[src/rtl/kmd_pkg.sv]
// shared types, constants and helpers for the key matrix debounce block
package kmd_pkg;

  localparam int TIME_W    = 32;
  localparam int THRESH_W  = 31;
  localparam int KEY_NUM_W = 4;
  localparam int CFG_IDX_W = 2;

  localparam logic [THRESH_W-1:0] PRESS_DEB_RST   = 31'd20000;
  localparam logic [THRESH_W-1:0] RELEASE_DEB_RST = 31'd20000;
  localparam logic [THRESH_W-1:0] LONG_PRESS_RST  = 31'd1000000;

  typedef enum logic [1:0] {
    PH_IDLE        = 2'd0,
    PH_DEB_PRESS   = 2'd1,
    PH_PRESSED     = 2'd2,
    PH_DEB_RELEASE = 2'd3
  } phase_t;

  typedef enum logic [1:0] {
    EV_PRESS   = 2'd0,
    EV_LONG    = 2'd1,
    EV_RELEASE = 2'd2
  } event_kind_t;

  typedef enum logic [CFG_IDX_W-1:0] {
    CFG_PRESS_DEB   = 2'd0,
    CFG_RELEASE_DEB = 2'd1,
    CFG_LONG_PRESS  = 2'd2
  } cfg_index_t;

  typedef struct packed {
    logic [THRESH_W-1:0] press_deb;
    logic [THRESH_W-1:0] release_deb;
    logic [THRESH_W-1:0] long_hold;
  } thresh_t;

  typedef struct packed {
    logic        fire;
    event_kind_t kind;
  } key_event_t;

  // modular elapsed time, negative never reaches
  function automatic logic reached(input logic [TIME_W-1:0]   now,
                                   input logic [TIME_W-1:0]   stamp,
                                   input logic [THRESH_W-1:0] limit);
    logic [TIME_W-1:0] d;
    d = now - stamp;
    return !d[TIME_W-1] && (d[THRESH_W-1:0] >= limit);
  endfunction

endpackage

[src/rtl/key_matrix_debounce_long_press_core.sv]
// top level of the key matrix debounce and long press detector
// One sample beat is taken per clock (busy stays low). Its event, if any, shows on
// out_valid for a single cycle; the beat is held in the sample register, and the
// rate is set by the read-modify-write of the addressed key's state, done between
// the sample register and the result register that drives out_valid.
// The receiver cannot stall: each strobe must be captured when it shows. Keys are
// numbered 0 for the encoder switch and 1 + row*COLS + col for the matrix; out-of-range
// samples give no event.
module key_matrix_debounce_long_press_core #(
  parameter int ROWS = 4,
  parameter int COLS = 3
) (
  input  logic                           clk,
  input  logic                           rst_n,
  input  logic                           start,
  output logic                           busy,
  input  logic [1:0]                     in_key_row,
  input  logic [1:0]                     in_key_col,
  input  logic                           in_is_switch,
  input  logic                           in_pressed,
  input  logic [kmd_pkg::TIME_W-1:0]     in_now_us,
  output logic                           out_valid,
  output logic [kmd_pkg::KEY_NUM_W-1:0]  out_key_number,
  output logic [1:0]                     out_event_kind,
  input  logic                           cfg_valid,
  output logic                           cfg_ready,
  input  logic [kmd_pkg::CFG_IDX_W-1:0]  cfg_index,
  input  logic [kmd_pkg::THRESH_W-1:0]   cfg_wdata
);

  localparam int KEYS = 1 + ROWS * COLS;
  localparam int KW   = $clog2(KEYS);

  kmd_pkg::thresh_t             thresh;
  kmd_pkg::key_event_t          evt;

  logic                         hit;
  logic [KW-1:0]                key_idx_c;

  logic                         item_vld_r;
  logic [KW-1:0]                key_idx_r;
  logic                         pressed_r;
  logic [kmd_pkg::TIME_W-1:0]   now_r;

  logic                         out_valid_r;
  logic [kmd_pkg::KEY_NUM_W-1:0] out_key_number_r;
  kmd_pkg::event_kind_t         out_event_kind_r;

  assign busy      = 1'b0;
  assign cfg_ready = 1'b1;

  kmd_cfg_regs u_cfg (
    .clk     (clk),
    .rst_n   (rst_n),
    .wr_en   (cfg_valid && cfg_ready),
    .wr_idx  (cfg_index),
    .wr_data (cfg_wdata),
    .thresh  (thresh)
  );

  assign hit = in_is_switch ||
               ((int'(in_key_row) < ROWS) && (int'(in_key_col) < COLS));
  assign key_idx_c = in_is_switch ? '0 :
                     KW'(int'(in_key_row) * COLS + int'(in_key_col) + 1);

  always_ff @(posedge clk) begin
    if (!rst_n) begin
      item_vld_r <= 1'b0;
    end else begin
      item_vld_r <= start && !busy && hit;
    end
  end

  always_ff @(posedge clk) begin
    if (start && !busy) begin
      key_idx_r <= key_idx_c;
      pressed_r <= in_pressed;
      now_r     <= in_now_us;
    end
  end

  kmd_key_state #(
    .KEYS (KEYS),
    .KW   (KW)
  ) u_state (
    .clk      (clk),
    .rst_n    (rst_n),
    .item_vld (item_vld_r),
    .key_idx  (key_idx_r),
    .pressed  (pressed_r),
    .now      (now_r),
    .thresh   (thresh),
    .evt      (evt)
  );

  always_ff @(posedge clk) begin
    if (!rst_n) begin
      out_valid_r <= 1'b0;
    end else begin
      out_valid_r <= evt.fire;
    end
  end

  always_ff @(posedge clk) begin
    if (evt.fire) begin
      out_key_number_r <= kmd_pkg::KEY_NUM_W'(key_idx_r);
      out_event_kind_r <= evt.kind;
    end
  end

  assign out_valid      = out_valid_r;
  assign out_key_number = out_key_number_r;
  assign out_event_kind = out_event_kind_r;

endmodule

[src/rtl/kmd_cfg_regs.sv]
// configuration register file holding the debounce and long press times
module kmd_cfg_regs (
  input  logic                          clk,
  input  logic                          rst_n,
  input  logic                          wr_en,
  input  logic [kmd_pkg::CFG_IDX_W-1:0] wr_idx,
  input  logic [kmd_pkg::THRESH_W-1:0]  wr_data,
  output kmd_pkg::thresh_t              thresh
);

  kmd_pkg::thresh_t thresh_r;

  always_ff @(posedge clk) begin
    if (!rst_n) begin
      thresh_r.press_deb   <= kmd_pkg::PRESS_DEB_RST;
      thresh_r.release_deb <= kmd_pkg::RELEASE_DEB_RST;
      thresh_r.long_hold   <= kmd_pkg::LONG_PRESS_RST;
    end else if (wr_en) begin
      unique case (kmd_pkg::cfg_index_t'(wr_idx))
        kmd_pkg::CFG_PRESS_DEB:   thresh_r.press_deb   <= wr_data;
        kmd_pkg::CFG_RELEASE_DEB: thresh_r.release_deb <= wr_data;
        kmd_pkg::CFG_LONG_PRESS:  thresh_r.long_hold   <= wr_data;
        default: ;
      endcase
    end
  end

  assign thresh = thresh_r;

endmodule

[src/rtl/kmd_key_state.sv]
// per-key phase storage and the read-modify-write debounce update for the addressed key
module kmd_key_state #(
  parameter int KEYS = 13,
  parameter int KW   = 4
) (
  input  logic                        clk,
  input  logic                        rst_n,
  input  logic                        item_vld,
  input  logic [KW-1:0]               key_idx,
  input  logic                        pressed,
  input  logic [kmd_pkg::TIME_W-1:0]  now,
  input  kmd_pkg::thresh_t            thresh,
  output kmd_pkg::key_event_t         evt
);

  kmd_pkg::phase_t             phase_r      [KEYS];
  logic [kmd_pkg::TIME_W-1:0]  chg_time_r   [KEYS];
  logic [kmd_pkg::TIME_W-1:0]  start_time_r [KEYS];
  logic                        long_done_r  [KEYS];

  kmd_pkg::phase_t             cur_phase;
  logic [kmd_pkg::TIME_W-1:0]  cur_chg;
  logic [kmd_pkg::TIME_W-1:0]  cur_start;
  logic                        cur_long;
  kmd_pkg::phase_t             phase_nxt;
  logic                        long_done_nxt;
  logic                        wr_chg;
  logic                        wr_start;
  logic                        fire;
  kmd_pkg::event_kind_t        kind;

  assign cur_phase = phase_r[key_idx];
  assign cur_chg   = chg_time_r[key_idx];
  assign cur_start = start_time_r[key_idx];
  assign cur_long  = long_done_r[key_idx];

  always_comb begin
    phase_nxt     = cur_phase;
    long_done_nxt = cur_long;
    wr_chg        = 1'b0;
    wr_start      = 1'b0;
    fire          = 1'b0;
    kind          = kmd_pkg::EV_PRESS;
    unique case (cur_phase)
      kmd_pkg::PH_IDLE: begin
        if (pressed) begin
          phase_nxt = kmd_pkg::PH_DEB_PRESS;
          wr_chg    = 1'b1;
        end
      end
      kmd_pkg::PH_DEB_PRESS: begin
        if (!pressed) begin
          phase_nxt = kmd_pkg::PH_IDLE;
        end else if (kmd_pkg::reached(now, cur_chg, thresh.press_deb)) begin
          phase_nxt     = kmd_pkg::PH_PRESSED;
          wr_start      = 1'b1;
          long_done_nxt = 1'b0;
          fire          = 1'b1;
          kind          = kmd_pkg::EV_PRESS;
        end
      end
      kmd_pkg::PH_PRESSED: begin
        if (!pressed) begin
          phase_nxt = kmd_pkg::PH_DEB_RELEASE;
          wr_chg    = 1'b1;
        end else if (!cur_long && kmd_pkg::reached(now, cur_start, thresh.long_hold)) begin
          long_done_nxt = 1'b1;
          fire          = 1'b1;
          kind          = kmd_pkg::EV_LONG;
        end
      end
      kmd_pkg::PH_DEB_RELEASE: begin
        if (pressed) begin
          phase_nxt = kmd_pkg::PH_PRESSED;
        end else if (kmd_pkg::reached(now, cur_chg, thresh.release_deb)) begin
          phase_nxt = kmd_pkg::PH_IDLE;
          fire      = 1'b1;
          kind      = kmd_pkg::EV_RELEASE;
        end
      end
      default: ;
    endcase
  end

  assign evt.fire = item_vld && fire;
  assign evt.kind = kind;

  always_ff @(posedge clk) begin
    if (!rst_n) begin
      for (int i = 0; i < KEYS; i++) begin
        phase_r[i] <= kmd_pkg::PH_IDLE;
      end
    end else if (item_vld) begin
      phase_r[key_idx] <= phase_nxt;
    end
  end

  always_ff @(posedge clk) begin
    if (item_vld) begin
      long_done_r[key_idx] <= long_done_nxt;
      if (wr_chg) begin
        chg_time_r[key_idx] <= now;
      end
      if (wr_start) begin
        start_time_r[key_idx] <= now;
      end
    end
  end

endmodule

[config.mk]
export PLATFORM = sky130hd
export DESIGN_NAME = key_matrix_debounce_long_press_core
export DESIGN_NICKNAME = d
export VERILOG_FILES = /design/src/rtl/kmd_pkg.sv /design/src/rtl/key_matrix_debounce_long_press_core.sv /design/src/rtl/kmd_cfg_regs.sv /design/src/rtl/kmd_key_state.sv
export SDC_FILE = /design/constraint.sdc
export NUM_CORES = 1
export LEC_CHECK = 0
export BUFFER_PORTS_ARGS = -buffer_cell sky130_fd_sc_hd__buf_2
export CAP_MARGIN = 20
export CORE_ASPECT_RATIO = 0.75
export CORE_MARGIN = 2
export CORE_UTILIZATION = 37
export DETAILED_ROUTE_END_ITERATION = 7
export MAX_ROUTING_LAYER = met4
export PLACE_DENSITY_LB_ADDON = 0.08
export REMOVE_ABC_BUFFERS = 1
export SLEW_MARGIN = 20
export SYNTH_ARGS = -nofsm -noshare
export SYNTH_HDL_FRONTEND = slang
export SYNTH_SLANG_ARGS = --single-unit
[constraint.sdc]
create_clock -name clk -period 24.1 [get_ports clk]
set_input_delay 0 -clock clk [delete_from_list [all_inputs] [get_ports clk]]
set_output_delay 0 -clock clk [all_outputs]
set_load 0.01 [all_outputs]
==> results.yml, run 1 <==
status:
  status: "finished, final reports clean"
critical_path:
  arrival_ns: 9.52
  critPathRequiredTime_ns: 24.43
  setup.worst_path.class: "reg2reg"
  worstPathCellList: "buf_4, buf_4, buf_4, mux4_2, mux4_2, inv_1, ha_1, a21o_1, or3_1, o21ai_0, o31ai_1, a211o_1, a21o_1, a21oi_1, xnor2_1, ha_1, nand4_1, or4_1, a21oi_1, o21ai_0, a2111oi_0, mux2i_1, a31oi_1"
  slowest_stage: "dfxtp_4"
  start_kind: "flip-flop"
  worst_setup_path_end_kind: "flip-flop"
  crit_fanout: 33
  crit_path_frequent_cell: "buf_4"
  cp_slowest_stage_delay_ns: 0.78
  reg2reg_depth: 23
synthesis:
  ys_ff_latch: 1019
  avgSynthCellArea_um2: 16.0
  synth_edf_count: 920
  ys_warn_count: 0
  synthCells: 2763
  ys_types: 78
  synth_flop_cell: "edfxtp_1"
  seq_area_frac_synth: 0.668
  netlist_area_um2: 44300
  synth-async-reset-ratio: 0
floorplan:
  fp.dieArea_um2: 123000
  io_pins: 84
  start_util: 0.375
  dieHeight_um: 304
  num_rows: 109
  chipWidth_um: 404
  coreArea_um2: 118000
clock_tree:
  cts.sinks: 1019
  h-tree-depth: 3
  clkLatencyLatePin_ns: 0.74
  cts_buffer_depth: 3
  cts-buffers-inserted: 105
  clkTransAtPathRegs_ns: 0.06
  cts_tree: "yes"
  cts-root-buf: "clkbuf_16"
global_route:
  grt_use_total: 0.217
  grt_pass1_vias: 25603
  grt_max_degree: 76
  antenna_found_initial: 5
  grt_pass1_wl_um: 185000
  grt.overflow.total: 0
placed_design:
  placed_cell_area_um2: 47100
  dpl.hpwl_um: 81200
  port_buffers: 81
  dpl.cell_count: 4361
  pre_cts_slack_ns: 14.69
  gp_congestion: 0.850
power:
  cellLeakagePower_nw: 17.5
  power_density_nw_per_um2: 92.4
  fin_total_pwr_w: 0.00479
  vdd_drop_max_v: 0.0000599
drt:
  drtIter0Drc: 2699
  vias: 25508
  avgViaCountPerCell: 5.46
  drt-pass1-iter-count: 6
  route.detailed.drc: 0
  antenna_left: 0
  routed_wirelength_um: 129000
  wl_per_cell_um: 27.6
layout:
  drive_above_1_share: 0.208
  nets: 3269
  final_area_um2: 51800
  instances_no_fill: 4668
  syn_to_final_growth_pct: 16.9
min_path:
  hold_path_depth: 5
  min_path_type: "in2reg"
timing:
  final.min_clock_period_ns: 9.19
  setup_tns_ns: 0
  setup_ws_ns: 14.91
  fin_skew_ns: 0.0441
  tightest_slew_ns: 1.12
  setup_viol: 0
  fmax_mhz: 109
  period_share: 0.381
  rsz0062_at_grt: "no"
  slew_headroom: 0.256
  maxSlewViolCount: 0
  hold_violations: 0
flow_run:
  cap_violations: 0
==> stage by stage <==
step                       util  hold slack, ns
after floorplan               -          0.0889
after global placement    0.398           0.176
after detailed placement  0.398           0.178
after CTS                 0.437          0.0304
after global routing      0.438          0.0988
final                     0.438          0.0660
==> synth_stat cells, drive strengths merged, types with 7 or more instances <==
library cell,n,area share
nor2,80,0.0068
mux2i,39,0.0088
xnor2,39,0.0079
mux2,35,0.0089
and3,7,0.00099
nor4,18,0.0025
mux4,237,0.12
o21a,13,0.0022
clkbuf,75,0.0063
nor3,17,0.0019
nand2b,19,0.0027
dfxtp,99,0.045
ha,163,0.046
nand2,269,0.023
or3,15,0.0021
o211ai,27,0.0046
nor2b,14,0.0020
nand3,25,0.0028
a2111oi,7,0.0015
a31oi,13,0.0022
nand4,20,0.0028
inv,174,0.015
xor2,13,0.0026
and4,7,0.0014
a211oi,14,0.0025
o21ai,79,0.0089
edfxtp,920,0.62
buf,43,0.0047
a21oi,171,0.020
a21o,23,0.0039
==> cell families after synthesis <==
| kind of cell | count (synthesis) | share of synthesized area |
|---|---|---|
| muxes | 311 | 0.138 |
| and+or+nand+nor | 519 | 0.0534 |
| AOI/OAI and AO/OA | 401 | 0.0566 |
| xor gates and xnor gates | 52 | 0.0104 |
| adders and majority gates | 167 | 0.0478 |
| DFF | 1019 | 0.668 |
| buffers and inverters | 292 | 0.0258 |
| other | 2 | 0.000169 |
==> registers in the layout (all words and copies together) (netlist names), named ones only <==
register / cells
item_vld_r: 1
u_state.chg_time_r: 416
pressed_r: 1
out_key_number: 4
u_cfg.thresh: 93
u_state.start_time_r: 416
now_r: 32
u_state.phase_r: 32
key_idx_r: 4
out_event_kind: 2
out_valid: 1
u_state.long_done_r: 13
==> critical path, delay by kind of cell, from the launching register on <==
family,cells,cell delay (ns)
AO/OA/AOI/OAI,10,2.99
buffers and inverters,4,1.97
flip-flops,1,0.78
adder cells (fa/ha/maj),2,0.56
multiplexers,3,1.33
AND/OR/NAND/NOR,3,0.95
XOR/XNOR,1,0.11
==> power breakdown <==
part / internal (W) / switching [W]
Sequential: 0.00196 / 0.0000257
Combinational: 0.000425 / 0.000675
Clock: 0.000984 / 0.000712
Total: 0.00337 / 0.00141
==> final timing paths <==
path,startpoint,end,slack (ns)
min reg2reg,u_cfg.thresh[47],u_cfg.thresh[47],0.45
max,flip-flop,out_key_number[1],14.91
max reg2reg,flip-flop,out_key_number[1],14.91
min,in_key_col[1],key_idx_r[2],0.07
==> what timing repair did <==
item	CTS	global route
hold buffers	112	0
gates resized for setup	0	0
buffers inserted	0	0
hold endpoints to repair	188	0
==> cell type report <==
cell class	count	area, µm²
Antenna cell	1	2.50
Timing Repair Buffer	275	2200
Tap cell	1554	1940
Fill cell	10503	66600
Clock inverter	67	812
Multi-Input combinational cell	1452	13800
Sequential cell	1019	29600
Clock buffer	126	2770
Inverter	174	653
==> metal layers <==
metal | global-route usage | part of all wire | up-vias
met5 | - | 0 | -
met4 | 0.0456 | 0.021 | 0
met3 | 0.0461 | 0.067 | 169
met2 | 0.296 | 0.42 | 767
met1 | 0.330 | 0.49 | 13281
li1 | - | - | 11291
==> layout by cell type, fill, tap and decap left out, drive strengths merged, types with 13 or more instances in the layout <==
cell         netlist  routed
nor4              18      18
a21o              23      23
inv              174     178
or3               15      15
xor2              13      13
mux4             237     237
bufinv             0      15
xnor2             39      39
dlygate4sd3        0     112
mux2              35      35
nand2            269     269
nand2b            19      19
a31oi             13      13
nor3              17      17
dfxtp             99      99
clkbuf            75     126
nand3             25      25
mux2i             39      39
nor2              80      80
o21ai             79      79
nand4             20      20
buf               43     163
a21oi            171     171
ha               163     163
o21a              13      13
clkinv             0      41
edfxtp           920     920
o211ai            27      27
a211oi            14      14
nor2b             14      14
Power figures use the tool's default switching activity.
==> inputs of run 2 (changes only) <==
==> constraint.sdc (replaced) <==
create_clock -name clk -period 7.43 [get_ports clk]
set_input_delay 0 -clock clk [delete_from_list [all_inputs] [get_ports clk]]
set_output_delay 0 -clock clk [all_outputs]
set_load 0.01 [all_outputs]
==> results.yml, run 2 (synthesis results as in run 1) <==
drt:
  wl_per_cell_um: 28.5
  vias: 26378
  antenna_left: 0
  routed_wirelength_um: 136000
  route.detailed.drc: 0
  drt-pass1-iter-count: 5
  drtIter0Drc: 2832
  avgViaCountPerCell: 5.53
floorplan:
  coreArea_um2: 118000
  io_pins: 84
  num_rows: 109
  chipWidth_um: 404
  start_util: 0.375
  fp.dieArea_um2: 123000
  dieHeight_um: 304
critical_path:
  crit_fanout: 32
  arrival_ns: 7.44
  critPathRequiredTime_ns: 7.82
  setup.worst_path.class: "reg2reg"
  worst_setup_path_end_kind: "flip-flop"
  start_kind: "flip-flop"
placed_design:
  dpl.hpwl_um: 93000
  gp_congestion: 0.876
  pre_cts_slack_ns: 0.179
  port_buffers: 81
flow_run:
  cap_violations: 0
power:
  vdd_drop_max_v: 0.000177
  power_density_nw_per_um2: 294
  cellLeakagePower_nw: 18.0
layout:
  multi_input_area_um2: 13800
  antenna_cells: 0
  drive_above_1_share: 0.233
  final_cell_mix: "edfxtp_1 (920), nand2_1 (269), mux4_2 (236)"
  syn_to_final_growth_pct: 19.4
  final_util: 0.447
  regArea_um2: 29600
  final_common_cell: "edfxtp_1"
  nets: 3369
  n_fill_cell: 10344
global_route:
  grt_pass1_vias: 26095
  grt.overflow.total: 0
  antenna_found_initial: 7
  grt_max_degree: 77
  grt_pass1_wl_um: 192000
  grt_use_total: 0.227
clock_tree:
  cts.sinks: 1019
  clkLatencyLatePin_ns: 0.71
  cts_buffer_depth: 3
  cts-buffers-inserted: 102
  clkTransAtPathRegs_ns: 0.06
  h-tree-depth: 3
  cts-root-buf: "clkbuf_16"
  cts_tree: "yes"
timing:
  maxSlewViolCount: 0
  period_share: 0.949
  fmax_mhz: 142
  rsz0062_at_grt: "no"
  tightest_slew_ns: 0.926
  hold_violations: 0
  slew_headroom: 0.379
  setup_ws_ns: 0.375
  setup_viol: 0
  final.min_clock_period_ns: 7.05
  fin_skew_ns: 0.0359
min_path:
  min_path_type: "in2reg"
status:
  status: "finished, final reports clean"
## run 2: changes by cell type in the layout (fill, tap and decap cells not counted), sizes merged
cell      before  now
clkinvlp       7    4
inv          178  175
clkbuf       126  123
bufinv        15   13
buf          163  266
diode          1    0
clkinv        41   50
## run 2: worst max-delay path, cell delays in order (launching register included)
cell and delay [ns]:
dfxtp_4 0.48, buf_4 0.17, mux4_2 0.49, mux4_2 0.46, inv_1 0.08, ha_1 0.37, o21ai_0 0.30, a211oi_1 0.36
a21boi_0 0.28, buf_4 0.16, o21ai_0 0.22, o31ai_2 0.41, a21o_1 0.22, o31ai_1 0.10, xnor2_1 0.18, ha_1 0.32
nand3_1 0.12, nor3_1 0.25, buf_4 0.16, inv_1 0.03, o21ai_0 0.15, a211o_1 0.19, o2111ai_1 0.15, a21o_2 0.32
buf_12 0.17, nor2_4 0.18, buf_12 0.24
## run 2: final timing paths
| path | startpoint | end | slack (ns) | cells past startpoint |
|---|---|---|---|---|
| max | flip-flop | u_state.start_time_r[4][0] | 0.38 | 26 |
| min | in_now_us[11] | now_r[11] | 0.06 | 2 |
| max reg2reg | flip-flop | u_state.start_time_r[4][0] | 0.38 | 26 |
| min reg2reg | u_cfg.thresh[25] | u_cfg.thresh[25] | 0.46 | 2 |
## run 2: final cells by class
| cell class | instances | share of cell area |
|---|---|---|
| sequential | 1019 | 0.559 |
| clock buffer | 123 | 0.0503 |
| multi-input combinational | 1452 | 0.261 |
| timing repair buffer | 378 | 0.0663 |
| tap | 1554 | 0.0367 |
| inverter | 174 | 0.0125 |
| clock inverter | 68 | 0.0138 |
## run 2: metal layers
layer / global-route usage / part of all wire
met2: 0.305 / 0.41
met4: 0.0422 / 0.018
met5: - / 0
met1: 0.365 / 0.51
met3: 0.0297 / 0.058
## run 2: timing repair
action | 4_1_cts | 5_1_grt
hold buffers | 112 | 0
gates resized for setup | 0 | 9
buffers inserted | 0 | 8
endpoints found under the setup margin | 0 | 455
endpoints found under the hold margin | 155 | 0
## run 2: through the flow
stage	std cells	hold slack [ns]	power, W	TNS, ns	cell area (µm²)
floorplan	2645	0.0889	0.00899	-5401.49	43900
global placement	4456	0.176	0.0103	-3.42	48300
detailed placement	4456	0.178	0.0103	0	48300
CTS	4759	0.0120	0.0157	0	52800
global route	4768	0.0366	0.0163	0	53000
finish	4768	0.0583	0.0156	0	53000
## run 2: where the power goes
part / switching [W] / internal [W]
clock: 0.00228 / 0.00302
combinational: 0.00229 / 0.00154
sequential: 0.0000827 / 0.00637
total: 0.00465 / 0.0109
